<file path="src/hdl/xps_pkg.sv">
// shared constants, command and status types and the xorshift step for the playlist shuffler
`default_nettype none
package xps_pkg;

   // store depth and derived widths
   localparam int MAX_ENTRIES = 64;
   localparam int IDX_W       = $clog2(MAX_ENTRIES);
   localparam int CNT_W       = IDX_W + 1;

   // fixed field widths
   localparam int SEED_W  = 16;
   localparam int CSR_W   = 7;
   localparam int FIELD_W = 6;
   localparam int RSP_W   = 16;

   // xorshift shift amounts
   localparam int XS_SHL_A = 5;
   localparam int XS_SHR_B = 9;
   localparam int XS_SHL_C = 2;

   // commands from the controller to the datapath
   typedef struct packed {
      logic start;
      logic fill;
      logic advance;
      logic swap_read;
      logic write_n;
      logic write_i;
      logic out_read;
      logic out_next;
   } xps_cmd_type;

   // status from the datapath to the controller
   typedef struct packed {
      logic count_zero;
      logic idx_last;
      logic div_busy;
   } xps_status_type;

   // one xorshift step, wrapping at 16 bits
   function automatic logic [SEED_W-1:0] xs_advance(input logic [SEED_W-1:0] x);
      logic [SEED_W-1:0] y;
      y = x ^ (x << XS_SHL_A);
      y = y ^ (y >> XS_SHR_B);
      y = y ^ (y << XS_SHL_C);
      return y;
   endfunction

endpackage
`default_nettype wire

</file>
<file path="src/hdl/xps_divider.sv">
// iterative restoring remainder unit, one dividend bit per cycle
`default_nettype none
module xps_divider (
   input  wire logic                       clock,
   input  wire logic                       reset,
   input  wire logic                       start,
   input  wire logic [xps_pkg::SEED_W-1:0] dividend,
   input  wire logic [xps_pkg::CNT_W-1:0]  divisor,
   output logic                            busy,
   output logic [xps_pkg::CNT_W-1:0]       remainder
);
   import xps_pkg::*;

   localparam int STEP_W = $clog2(SEED_W);

   logic [SEED_W-1:0] quo_ff, quo_in;
   logic [CNT_W-1:0]  rem_ff, rem_in;
   logic [CNT_W-1:0]  div_ff, div_in;
   logic [STEP_W-1:0] step_ff, step_in;
   logic              busy_ff, busy_in;
   logic [CNT_W:0]    trial;

   // shift in the next dividend bit and subtract where it fits
   always_comb begin
      quo_in  = quo_ff;
      rem_in  = rem_ff;
      div_in  = div_ff;
      step_in = step_ff;
      busy_in = busy_ff;
      trial   = {rem_ff, quo_ff[SEED_W-1]};
      if (start) begin
         quo_in  = dividend;
         rem_in  = '0;
         div_in  = divisor;
         step_in = '0;
         busy_in = 1'b1;
      end else if (busy_ff) begin
         quo_in = quo_ff << 1;
         if (trial >= {1'b0, div_ff}) begin
            rem_in = CNT_W'(trial - {1'b0, div_ff});
         end else begin
            rem_in = trial[CNT_W-1:0];
         end
         step_in = step_ff + 1'b1;
         if (step_ff == STEP_W'(SEED_W - 1)) begin
            busy_in = 1'b0;
         end
      end
   end

   // control registers
   always_ff @(posedge clock) begin
      if (reset) begin
         busy_ff <= 1'b0;
         step_ff <= '0;
      end else begin
         busy_ff <= busy_in;
         step_ff <= step_in;
      end
   end

   // payload registers
   always_ff @(posedge clock) begin
      quo_ff <= quo_in;
      rem_ff <= rem_in;
      div_ff <= div_in;
   end

   assign busy      = busy_ff;
   assign remainder = rem_ff;

endmodule
`default_nettype wire

</file>
<file path="src/hdl/xps_datapath.sv">
// permutation store, generator, counters and output word for the shuffler
`default_nettype none
module xps_datapath (
   input  wire logic                        clock,
   input  wire logic                        reset,
   input  wire xps_pkg::xps_cmd_type        cmd,
   output xps_pkg::xps_status_type          status,
   input  wire logic                        csr_write,
   input  wire logic [xps_pkg::CSR_W-1:0]   csr_value,
   input  wire logic [xps_pkg::SEED_W-1:0]  seed,
   output logic [xps_pkg::FIELD_W-1:0]      position,
   output logic [xps_pkg::FIELD_W-1:0]      entry_value
);
   import xps_pkg::*;

   logic [CSR_W-1:0]  entry_count_ff;
   logic [CNT_W-1:0]  count_ff, count_in;
   logic [IDX_W-1:0]  idx_ff, idx_in;
   logic [SEED_W-1:0] gen_ff, gen_in;
   logic [SEED_W-1:0] gen_next;
   logic [CNT_W-1:0]  count_sat;
   logic              idx_last;

   logic [IDX_W-1:0]  mem [MAX_ENTRIES];
   logic [IDX_W-1:0]  rd_n_ff, rd_i_ff;
   logic              wr_en;
   logic [IDX_W-1:0]  wr_addr, wr_data;
   logic [IDX_W-1:0]  swap_idx;
   logic [CNT_W-1:0]  remainder;
   logic              div_busy;

   // count saturates at the store depth
   always_comb begin
      if ({1'b0, entry_count_ff} > (CSR_W + 1)'(MAX_ENTRIES)) begin
         count_sat = CNT_W'(MAX_ENTRIES);
      end else begin
         count_sat = CNT_W'(entry_count_ff);
      end
   end

   assign idx_last = (CNT_W'({1'b0, idx_ff}) + 1'b1) == count_ff;
   assign gen_next = xs_advance(gen_ff);
   assign swap_idx = remainder[IDX_W-1:0];

   // counter, generator and latched count
   always_comb begin
      count_in = count_ff;
      idx_in   = idx_ff;
      gen_in   = gen_ff;
      if (cmd.start) begin
         count_in = count_sat;
         idx_in   = '0;
         gen_in   = seed;
      end
      if (cmd.advance) begin
         gen_in = gen_next;
      end
      if (cmd.fill || cmd.write_i || cmd.out_next) begin
         idx_in = idx_last ? '0 : idx_ff + 1'b1;
      end
   end

   // configuration and control registers
   always_ff @(posedge clock) begin
      if (reset) begin
         entry_count_ff <= CSR_W'(MAX_ENTRIES);
         count_ff       <= '0;
         idx_ff         <= '0;
         gen_ff         <= '0;
      end else begin
         if (csr_write) begin
            entry_count_ff <= csr_value;
         end
         count_ff <= count_in;
         idx_ff   <= idx_in;
         gen_ff   <= gen_in;
      end
   end

   // remainder of the new generator value by the count
   xps_divider u_divider (
      .clock     (clock),
      .reset     (reset),
      .start     (cmd.advance),
      .dividend  (gen_next),
      .divisor   (count_ff),
      .busy      (div_busy),
      .remainder (remainder)
   );

   // store write port: identity fill or one half of a swap
   always_comb begin
      wr_en   = cmd.fill || cmd.write_n || cmd.write_i;
      wr_addr = idx_ff;
      wr_data = idx_ff;
      if (cmd.write_n) begin
         wr_addr = swap_idx;
         wr_data = rd_i_ff;
      end else if (cmd.write_i) begin
         wr_data = rd_n_ff;
      end
   end

   // store with one write and two registered reads
   always_ff @(posedge clock) begin
      if (wr_en) begin
         mem[wr_addr] <= wr_data;
      end
      if (cmd.swap_read || cmd.out_read) begin
         rd_n_ff <= mem[swap_idx];
         rd_i_ff <= mem[idx_ff];
      end
   end

   assign status.count_zero = (count_sat == '0);
   assign status.idx_last   = idx_last;
   assign status.div_busy   = div_busy;

   assign position    = FIELD_W'(idx_ff);
   assign entry_value = FIELD_W'(rd_i_ff);

endmodule
`default_nettype wire

</file>
<file path="src/hdl/xps_ctrl.sv">
// sequencer for fill, swap pass and output of the shuffler
`default_nettype none
module xps_ctrl (
   input  wire logic                    clock,
   input  wire logic                    reset,
   input  wire logic                    req_tvalid,
   output logic                         req_tready,
   output logic                         rsp_tvalid,
   input  wire logic                    rsp_tready,
   input  wire xps_pkg::xps_status_type status,
   output xps_pkg::xps_cmd_type         cmd
);
   import xps_pkg::*;

   typedef enum logic [3:0] {
      ST_IDLE,
      ST_FILL,
      ST_ADVANCE,
      ST_DIVIDE,
      ST_READ,
      ST_WRITE_N,
      ST_WRITE_I,
      ST_OUT_READ,
      ST_OUT_VALID
   } state_type;

   state_type state_ff, state_in;

   // next state and command decode
   always_comb begin
      state_in   = state_ff;
      cmd        = '0;
      req_tready = 1'b0;
      rsp_tvalid = 1'b0;
      unique case (state_ff)
         ST_IDLE: begin
            req_tready = 1'b1;
            if (req_tvalid) begin
               cmd.start = 1'b1;
               state_in  = status.count_zero ? ST_IDLE : ST_FILL;
            end
         end
         ST_FILL: begin
            cmd.fill = 1'b1;
            if (status.idx_last) begin
               state_in = ST_ADVANCE;
            end
         end
         ST_ADVANCE: begin
            cmd.advance = 1'b1;
            state_in    = ST_DIVIDE;
         end
         ST_DIVIDE: begin
            if (!status.div_busy) begin
               state_in = ST_READ;
            end
         end
         ST_READ: begin
            cmd.swap_read = 1'b1;
            state_in      = ST_WRITE_N;
         end
         ST_WRITE_N: begin
            cmd.write_n = 1'b1;
            state_in    = ST_WRITE_I;
         end
         ST_WRITE_I: begin
            cmd.write_i = 1'b1;
            state_in    = status.idx_last ? ST_OUT_READ : ST_ADVANCE;
         end
         ST_OUT_READ: begin
            cmd.out_read = 1'b1;
            state_in     = ST_OUT_VALID;
         end
         ST_OUT_VALID: begin
            rsp_tvalid = 1'b1;
            if (rsp_tready) begin
               cmd.out_next = 1'b1;
               state_in     = status.idx_last ? ST_IDLE : ST_OUT_READ;
            end
         end
         default: begin
            state_in = ST_IDLE;
         end
      endcase
   end

   // state register
   always_ff @(posedge clock) begin
      if (reset) begin
         state_ff <= ST_IDLE;
      end else begin
         state_ff <= state_in;
      end
   end

endmodule
`default_nettype wire

</file>
<file path="src/hdl/xorshift_playlist_shuffle.sv">
// top level of the xorshift playlist shuffler
//
// channel  direction  signals                        word
// req      in         req_tvalid/tready/tdata        seed
// rsp      out        rsp_tvalid/tready/tdata/tlast  position, entry_value, last
// csr      in         csr_valid/ready/data           entry_count
//
// a seed is handled as a fill with one store write per entry, then per entry
// one generator step, a wait on the remainder unit, one read and two writes on
// the single store write port, then one output word per entry, which a
// receiver stall can hold. a zero count returns at once.
// synchronous reset clears the sequencer and sets entry_count to 64; the store
// is not cleared. one seed is handled at a time: req_tready is high only idle.
`default_nettype none
module xorshift_playlist_shuffle (
   input  wire logic                       clock,
   input  wire logic                       reset,
   input  wire logic                       req_tvalid,
   output logic                            req_tready,
   input  wire logic [xps_pkg::SEED_W-1:0] req_tdata,  // [15:0] seed
   output logic                            rsp_tvalid,
   input  wire logic                       rsp_tready,
   output logic [xps_pkg::RSP_W-1:0]       rsp_tdata,  // [5:0] position, [11:6] entry_value
   output logic                            rsp_tlast,
   input  wire logic                       csr_valid,
   output logic                            csr_ready,
   input  wire logic [xps_pkg::CSR_W-1:0]  csr_data    // entry_count
);
   import xps_pkg::*;

   xps_cmd_type        cmd;
   xps_status_type     status;
   logic [FIELD_W-1:0] position;
   logic [FIELD_W-1:0] entry_value;

   // register writes are always taken
   assign csr_ready = 1'b1;

   // sequencer
   xps_ctrl u_ctrl (
      .clock      (clock),
      .reset      (reset),
      .req_tvalid (req_tvalid),
      .req_tready (req_tready),
      .rsp_tvalid (rsp_tvalid),
      .rsp_tready (rsp_tready),
      .status     (status),
      .cmd        (cmd)
   );

   // store, generator and counters
   xps_datapath u_datapath (
      .clock       (clock),
      .reset       (reset),
      .cmd         (cmd),
      .status      (status),
      .csr_write   (csr_valid && csr_ready),
      .csr_value   (csr_data),
      .seed        (req_tdata),
      .position    (position),
      .entry_value (entry_value)
   );

   // output word packing
   assign rsp_tdata = {(RSP_W - 2 * FIELD_W)'(0), entry_value, position};
   assign rsp_tlast = status.idx_last;

endmodule
`default_nettype wire

</file>
<file path="config.mk">
export PLATFORM = sky130hd
export DESIGN_NAME = xorshift_playlist_shuffle
export DESIGN_NICKNAME = d
export VERILOG_FILES = /design/src/hdl/xps_pkg.sv /design/src/hdl/xps_divider.sv /design/src/hdl/xps_datapath.sv /design/src/hdl/xps_ctrl.sv /design/src/hdl/xorshift_playlist_shuffle.sv
export SDC_FILE = /design/constraint.sdc
export NUM_CORES = 1
export LEC_CHECK = 0
export ABC_AREA = 1
export BUFFER_PORTS_ARGS = -buffer_cell sky130_fd_sc_hd__buf_2
export CAP_MARGIN = 20
export CORE_ASPECT_RATIO = 1.5
export CORE_MARGIN = 10
export CORE_UTILIZATION = 55
export DETAILED_ROUTE_END_ITERATION = 10
export PLACE_DENSITY = 0.79
export REMOVE_ABC_BUFFERS = 1
export SLEW_MARGIN = 20
export SYNTH_ARGS = -nofsm -noshare
export SYNTH_HDL_FRONTEND = slang
export SYNTH_HIERARCHICAL = 1
export SYNTH_SLANG_ARGS = --single-unit
</file>
<file path="constraint.sdc">
create_clock -name clock -period 2.8 [get_ports clock]
set_clock_uncertainty 0.2 [all_clocks]
set_input_delay 0.56 -clock clock [delete_from_list [all_inputs] [get_ports clock]]
set_output_delay 0.56 -clock clock [all_outputs]
set_load 0.01 [all_outputs]
</file>
-- Yosys cells after proc, flatten, opt, wreduce, memory -nomap -nowiden
Memories as Yosys holds them, arrays and structs flattened. A register that Yosys moved wholly into a read port is not among the register bits.
Cells that the tools add are included.
- memories: 1
- bits of input ports: 28
- bits in registers: 75
- output and inout bits: 20
- memory bits (writable): 384
- logic and storage cells: 83
- add/subtract/negate cells: 4
- muxes and demuxes: 37
- bitwise gates (word level): 3
- reduce and logical (&&, ||, !) cells: 12
- $lt $le $gt $ge: 2
- equality and inequality tests: 14
- memories (name ; depth ; width ; read ports ; clocked after memory_dff ; write ports ; line ; source):
    u_datapath.mem ; 64 ; 6 ; 2 ; 2 ; 1 ; xps_datapath.sv:24 ; logic [IDX_W-1:0] mem [MAX_ENTRIES];
- operators with widths (kind ; number):
    $mux 16 ; 4
    $mux 6 ; 6
    $pmux 4 s9 ; 1
    $xor 16x16->16 ; 2
    $mux 1 ; 18
    $eq 4x3->1 const B ; 4
    $mux 4 ; 4
    $xor 16x7->16 ; 1
    $mux 7 ; 2
    $eq 4x2->1 const B ; 2
    $eq 4x4->1 const B ; 2
    $ge 8x7->1 ; 1
    $add 6x1->7 const B ; 1
    $eq 7x7->1 ; 1
    $gt 7x7->1 const B ; 1
    $logic_not 7->1 ; 1
    $sub 7x7->7 ; 1
    $add 6x1->6 const B ; 1
    $mux 3 ; 2
    $ne 2x2->1 const B ; 3
    $reduce_bool 2->1 ; 3
    $logic_or 1x1->1 ; 5
    $add 4x1->4 const B ; 1
    $eq 4x1->1 const B ; 1
    4 further kinds ; 4

-- Longest topological paths before layout
Gate-level depths: netlist (run 1).
- word-level depth: 6
- gate-level depth with buffers: 18
- depth with buffers taken out: 17

-- Cells and area by module
The synthesis (run 1) kept the hierarchy.
- modules (own cells, without submodules) (module ; area each (µm²) ; times used ; cells each ; sequential area each (µm²)):
    xps_datapath ; 22287.6 ; 1 ; 2628 ; 12612.1
    xps_divider ; 1810.5 ; 1 ; 211 ; 930.9
    xps_ctrl ; 344.1 ; 1 ; 62 ; 80.1
    xorshift_playlist_shuffle ; 45.0 ; 1 ; 7 ; 0.0

-- Worst setup path after synthesis (run 1)
No wires, ideal clock.
- path type: reg-to-reg
- start point: register u_ctrl.state_ff[2]
- end point: memory u_datapath/mem[0][1] (netlist bit), data pin
- buffers on the path: 2
- library setup time: 362 ps
- stages on the path, launching flop included: 10
- arrival: 2412 ps
- period minus slack after synthesis: 2975 ps
- setup slack: -175 ps
- cells stage by stage: dfxtp_1 -> inv_2 -> nor2_2 -> inv_1 -> nor3_1 -> buf_4 -> inv_1 -> clkbuf_1 -> o211ai_1 -> o21a_1
- RTL lines (item ; line ; source):
    start, declared ; xps_ctrl.sv:27 ; state_type state_ff, state_in;
    start signal, assigned ; xps_ctrl.sv:92 ; state_ff <= state_in;
    end, declared ; xps_datapath.sv:24 ;

-- Final worst setup path (run 1)
- start point: register u_datapath.idx_ff[5], in the netlist u_datapath/position[5]
- end point: output port rsp_tlast
- word-level cells in the longest chain between the ends: 2
- RTL lines (item ; line ; source):
    start, declared ; xps_datapath.sv:18 ; logic [IDX_W-1:0] idx_ff, idx_in;
    start signal, assigned ; xps_datapath.sv:75 ; idx_ff <= idx_in;
    $add 6x1->7 ; xps_datapath.sv:41 ; assign idx_last = (CNT_W'({1'b0, idx_ff}) + 1'b1) == count_ff;
    $eq 7x7->1 ; xps_datapath.sv:41 ;
    end, declared ; xorshift_playlist_shuffle.sv:24 ; output logic rsp_tlast,
Every way passes these cells.

==> run_results.csv, run 1 <==
group,metric,value,unit
worst_setup_path,max_stage_delay,480,ps
synth,synthFlopType,"edfxtp_1",
floorplanning,rows,94,
synth,synth_edf_count,419,
cells_and_area,nets,3002,
floorplanning,die_area,53500,um^2
worst_setup_path,worst-path-buf-inv,3,
synth,synth_commonest_cells,"1103 x nand2_1, 687 x nand3_1, 419 x edfxtp_1",
min_path,hold_end,"u_datapath/entry_count_ff[6]",
drt,final_antenna_net_count,0,
placed_design,globalplace.congestion,0.980,
drt,drc_errors,0,
worst_setup_path,crit_required,2040,ps
synth,synth-simple-area-share,0.346,
worst_setup_path,reg2reg_slack,160,ps
timing,report.final.slew_viol_count,0,
clocking,cts_buffers,43,
clocking,cts-root-buf,"clkbuf_16",
clocking,clk_latency,570,ps
synth,synth.most_common_cell,"nand2_1",
drt,drt_iter0_markers,3055,
worst_setup_path,criticalPathCategory,"flop to output pin",
synth,synthAdderAreaFrac,0.00542,
drt,via_per_inst,6.21,
pwr,power_density,863,nW/um^2
cells_and_area,final_area,27400,um^2
synth,synth_top_area_frac,0.514,
synth,synth_compound_area_frac,0.0288,
synth,synth_warnings,6,
synth,syn_area_per_cell,8.42,um^2
global_route,grt_start_max_net_pins,106,
timing,setup_viol,0,
worst_setup_path,cp_top_family,"simple AND/OR/NAND/NOR gates",
pwr,peakVddDrop,0.000748,V
worst_setup_path,r2r_end,"u_datapath/mem[22][1]",
synth,syn-cell-area,24500,um^2
synth,synth_xor_area_frac,0.00961,
floorplanning,die_w,192,um
run,maxCapViolCount,0,
drt,drt_wl_total,76.3,mm
placed_design,portBuffers,42,
timing,hold_viol_final,0,
clocking,h-tree-depth,2,
synth,ys_types,45,
timing,max_slew_margin,0.396,
worst_setup_path,rr_worst_depth,8,
global_route,antenna_found_initial,0,
synth,synth_top_area_cell,"edfxtp_1",
synth,synth_area_leaders,"edfxtp_1 51%, nand2_1 17%, nand3_1 14%",
floorplanning,core-area,44000,um^2
synth,ys_ff_latch,471,
min_path,hold_class,"input pin to flop",
synth,synth.area.mux_share,0,
timing,finalWorstSetupSlack,45.2,ps
clocking,cts.sinks,471,
global_route,first_global_vias,21503,
placed_design,hpwl,49.9,mm
min_path,hold_path_startpoint,"csr_data[6]",
timing,tightest_slew,904,ps
clocking,clk_pin_slew,60,ps
synth,yosysSeqAreaShare,0.556,
worst_setup_path,r2r-start,"u_ctrl/state_ff[2]",
worst_setup_path,path_common_cell,"nand3_1",
worst_setup_path,critical_path_peak_fanout,9,
global_route,grt_pass1_wl,118,mm
floorplanning,io_pins,48,
timing,fin_crit,2750,ps
floorplanning,die_h,278,um
drt,via_count,22171,
cells_and_area,insertedDiodeCount,0,
drt,wl_per_cell,21.4,um
synth,synth_top_family_by_area,"simple AND/OR/NAND/NOR gates",
cells_and_area,drive_gt1_frac,0.111,
clocking,clock_path_buffers,3,
timing,period_share,0.984,
clocking,holdBufCountCts,0,
floorplanning,initial_core_util,0.557,
pwr,leakage,11.1,nW
worst_setup_path,path_cells,"clkinvlp_4, nand3_1, nand3_1, nand2_1, nor2_1, nand2_2, inv_4, buf_6",
clocking,cts_tree,"built",
placed_design,place_area,26000,um^2
synth,synthArstFlopShare,0,
worst_setup_path,worstSetupStartpointType,"flop",
drt,first_pass_iters,9,
synth,netlist_instances,2908,
cells_and_area,areaGrowthSynthToFinish,12.1,%
global_route,grt_usage,0.279,
placed_design,pre_cts_ws,-13.7,ps
min_path,hold_depth,3,
outcome,outcome,"finished, final reports clean",
timing,max_freq,363,MHz
worst_setup_path,crit_slowest_cell,"dfxtp_2",
global_route,overflow,0,
worst_setup_path,cp-end-kind,"output pin",
worst_setup_path,arrival,1990,ps
per-stage QoR:
stage | total power [mW] | TNS, ps | hold slack (ps) | utilization | cells
finish | 23.7 | 0 | 29.5 | 0.624 | 3573
global route | 24.8 | -0.436 | 44.5 | 0.624 | 3573
CTS | 23.3 | -160 | 17.3 | 0.622 | 3572
detailed placement | 17.6 | -54.4 | 279 | 0.590 | 3493
global placement | 17.4 | 0 | 266 | 0.590 | 3493
floorplan | 14.9 | -2356290 | 230 | - | 2723
worst reg2reg max path, delay by kind of cell, from the launching register on:
kind          cells  cell delay, ps
simple gates      5            1270
buf+inv           3             580
flops             1             320
cells in the final DEF, fill, tap and decap left out, types with 9 or more instances in the layout:
cell type,instances
xor2_1,14
clkinv_1,9
clkbuf_16,43
nand3_1,686
a21oi_1,36
o21ai_0,38
dfxtp_1,43
buf_2,41
inv_2,15
nand2_2,11
o211ai_1,14
nor2_1,137
xnor2_1,11
edfxtp_1,419
buf_12,22
nand4_1,10
nand2_1,1101
inv_1,87
buf_4,131
how the worst max path moves through the flow:
stage          cells past startpoint               endpoint  slack, ps                    from
2_1_floorplan                      3   u_datapath/mem[0][0]      -5260  u_datapath/position[0]
5_1_grt                           11              rsp_tlast       -0.4  u_datapath/position[1]
3_5_place_dp                      11  u_datapath/mem[16][1]        -10      u_ctrl/state_ff[3]
3_3_place_gp                      12   u_datapath/mem[1][3]        150      u_ctrl/state_ff[2]
4_1_cts                           11  u_datapath/mem[16][1]        -40      u_ctrl/state_ff[3]
6_report                           8              rsp_tlast         50  u_datapath/position[5]
power breakdown:
part | switching (mW) | internal (mW)
Clock | 2.58 | 3.17
Combinational | 6.56 | 2.83
Sequential | 0.279 | 8.26
repair_timing:
item / 4_1_cts / 5_1_grt
gates resized for setup: 6 / 17
pin swaps: 0 / 1
setup buffers: 1 / 0
setup endpoints to repair: 10 / 192
gates cloned: 0 / 1
metal layers:
| metal | track usage | wire length [um] |
|---|---|---|
| met4 | 0.181 | 5460 |
| met1 | 0.323 | 26100 |
| met2 | 0.468 | 37000 |
| met3 | 0.0458 | 7850 |
| met5 | 0 | 0 |
layout make-up:
cell class | count | area (um^2)
Sequential cell | 471 | 13600
Fill cell | 3566 | 16500
Clock inverter | 28 | 238
Timing Repair Buffer | 195 | 1640
Timing Repair inverter | 1 | 11.3
Inverter | 108 | 440
Clock buffer | 50 | 1120
Multi-Input combinational cell | 2144 | 9620
Tap cell | 576 | 721
state kept, by name, summed over array words and instances, names as in the netlist:
name	cells
u_datapath/mem	384
u_datapath/gen_ff	16
u_datapath/u_divider/remainder	7
u_datapath/rd_n_ff	6
u_datapath/u_divider/step_ff	4
u_datapath/entry_count_ff	7
u_datapath/u_divider/div_ff	7
u_datapath/entry_value	6
u_ctrl/state_ff	4
u_datapath/u_divider/busy	1
u_datapath/position	6
u_datapath/count_ff	7
u_datapath/u_divider/quo_ff	16
logic make-up (layout without fill, tap and decap cells):
family,after synthesis,after routing
AO/OA/AOI/OAI,121,121
XOR/XNOR,26,26
adder cells (fa/ha/maj),10,10
buffers and inverters,296,382
flip-flops,471,471
other,2,5
AND/OR/NAND/NOR,1982,1982
Note: power is estimated with default switching activity, not from simulation.
==> run 2: changes to the inputs <==
--- a/config.mk
+++ b/config.mk
@@ -8,12 +8,10 @@
 export ABC_AREA = 1
 export BUFFER_PORTS_ARGS = -buffer_cell sky130_fd_sc_hd__buf_2
 export CAP_MARGIN = 20
-export CORE_ASPECT_RATIO = 1.5
 export CORE_MARGIN = 10
 export CORE_UTILIZATION = 55
 export DETAILED_ROUTE_END_ITERATION = 10
 export PLACE_DENSITY = 0.79
-export REMOVE_ABC_BUFFERS = 1
 export SLEW_MARGIN = 20
 export SYNTH_ARGS = -nofsm -noshare
 export SYNTH_HDL_FRONTEND = slang
==> run_results.csv, run 2 (synthesis gave the netlist of run 1 again) <==
group,metric,value,unit
placed_design,portBuffers,42,
floorplanning,core-area,44100,um^2
timing,max_freq,360,MHz
outcome,outcome,"finished, final reports clean",
timing,tightest_slew,1030,ps
worst_setup_path,cp-end-kind,"flop",
placed_design,globalplace.congestion,0.987,
drt,wl_per_cell,21.4,um
drt,drc_errors,0,
drt,via_per_inst,6.15,
worst_setup_path,crit_required,2820,ps
pwr,seq_power_share,0.340,
pwr,p_clk_frac,0.283,
cells_and_area,nets,2993,
placed_design,hpwl,47.8,mm
global_route,grt_usage,0.280,
global_route,grt_start_max_net_pins,104,
clocking,clock_path_buffers,3,
pwr,p_total,25.1,mW
timing,rsz0062_at_grt,"yes",
floorplanning,initial_core_util,0.555,
floorplanning,io_pins,48,
worst_setup_path,criticalPathCategory,"flop to flop",
pwr,leakage,11.2,nW
cells_and_area,insertedDiodeCount,0,
global_route,overflow,0,
drt,via_count,22053,
cells_and_area,n_fill_cell,3568,
worst_setup_path,worstSetupStartpointType,"flop",
cells_and_area,final_cell_count_no_fill,3588,
global_route,antenna_found_initial,1,
cells_and_area,largestRegisters,"u_datapath/mem x384, u_datapath/gen_ff x16, u_datapath/u_divider/quo_ff x16",
run,maxCapViolCount,0,
cells_and_area,drive_gt1_frac,0.113,
clocking,clk_latency,600,ps
timing,hold_viol_final,0,
global_route,grt_pass1_wl,118,mm
placed_design,place_area,25800,um^2
drt,final_antenna_net_count,0,
timing,max_slew_margin,0.310,
pwr,p_switching,9.70,mW
timing,fin_crit,2780,ps
floorplanning,die_area,53400,um^2
cells_and_area,final_common_cell,"nand2_1",
cells_and_area,final_area,27800,um^2
floorplanning,die_h,231,um
drt,drt_wl_total,76.8,mm
pwr,switching_share,0.386,
clocking,cts.sinks,471,
clocking,cts_buffers,49,
floorplanning,die_w,231,um
cells_and_area,areaGrowthSynthToFinish,13.5,%
worst_setup_path,arrival,2800,ps
pwr,power_density,903,nW/um^2
timing,report.final.slew_viol_count,0,
cells_and_area,final_cell_mix,"1098 x nand2_1, 687 x nand3_1, 419 x edfxtp_1, 135 x nor2_1, 113 x buf_4",
timing,period_share,0.992,
pwr,combPwrFrac,0.377,
clocking,cts-root-buf,"clkbuf_16",
timing,whs,22.4,ps
clocking,cts_tree,"built",
cells_and_area,regMostFlops,"u_datapath/mem",
clocking,h-tree-depth,2,
timing,finalSetupTns,0,ps
timing,setup_viol,0,
worst_setup_path,critical_path_peak_fanout,13,
drt,drt_iter0_markers,3161,
min_path,hold_class,"input pin to flop",
global_route,first_global_vias,21149,
cells_and_area,largest_register_ffs,384,
pwr,p_int,15.4,mW
placed_design,dp.cells,3485,
clocking,clk_pin_slew,60,ps
drt,first_pass_iters,9,
floorplanning,rows,77,
pwr,peakVddDrop,0.000815,V
==> run 2: layout make-up <==
type	count	area, um^2	area share
clock buffers	56	1290	0.0466
repair buffers	181	1560	0.0560
flip-flops and latches	471	13600	0.491
clock inverters	36	472	0.0170
inverters	108	424	0.0153
multi-input cells	2144	9660	0.348
well taps	592	741	0.0266
==> run 2: through the flow <==
step,setup slack (ps),utilization
3_5_place_dp,63.6,0.585
4_1_cts,1.99,0.627
6_report,22.2,0.630
2_1_floorplan,-83.9,-
3_3_place_gp,144,0.585
5_1_grt,-76.1,0.630
==> run 2: final timing paths <==
check	slack, ps	start	end	cells past startpoint
worst min register to register	280	u_datapath/entry_count_ff[2]	u_datapath/entry_count_ff[2]	2
worst max register to register	20	u_ctrl/state_ff[3]	u_datapath/mem[30][0]	8
worst max-delay path	20	u_ctrl/state_ff[3]	u_datapath/mem[30][0]	8
worst min-delay path	20	csr_data[0]	u_datapath/entry_count_ff[0]	3
==> run 2: repair_timing <==
| item | CTS | global route |
|---|---|---|
| hold buffers | 2 | 0 |
| setup endpoints to repair | 1 | 329 |
| gates resized for setup | 8 | 28 |
| endpoints found under the hold margin | 2 | 0 |
| buffers inserted | 4 | 5 |
| pin swaps | 2 | 9 |
==> run 2: per-layer routing <==
| layer | vias up | GRT usage | part of all wire |
|---|---|---|---|
| met1 | 10280 | 0.357 | 0.36 |
| met2 | 1562 | 0.457 | 0.47 |
| met4 | 2 | 0.134 | 0.049 |
| met3 | 297 | 0.0493 | 0.12 |
| met5 | - | 0 | 0.00017 |
| li1 | 9912 | - | - |
==> run 2: power groups by stage <==
stage / clock network [mW] / logic (mW) / registers (mW)
6_report: 7.10 / 9.47 / 8.53
5_1_grt: 7.45 / 10.3 / 8.56
4_1_cts: 7.17 / 9.09 / 8.52
3_5_place_dp: 0 / 8.98 / 8.69
3_3_place_gp: 0 / 8.76 / 8.68
2_1_floorplan: 0 / 6.34 / 8.58
==> run 2: critical path, stage by stage (launching register included) <==
cell and delay [ps]:
dfxtp_1 440, nor2_2 90, inv_1 140, nor3_2 50
buf_4 190, o21ai_2 450, nand4_1 160, buf_4 240
nor2_1 420
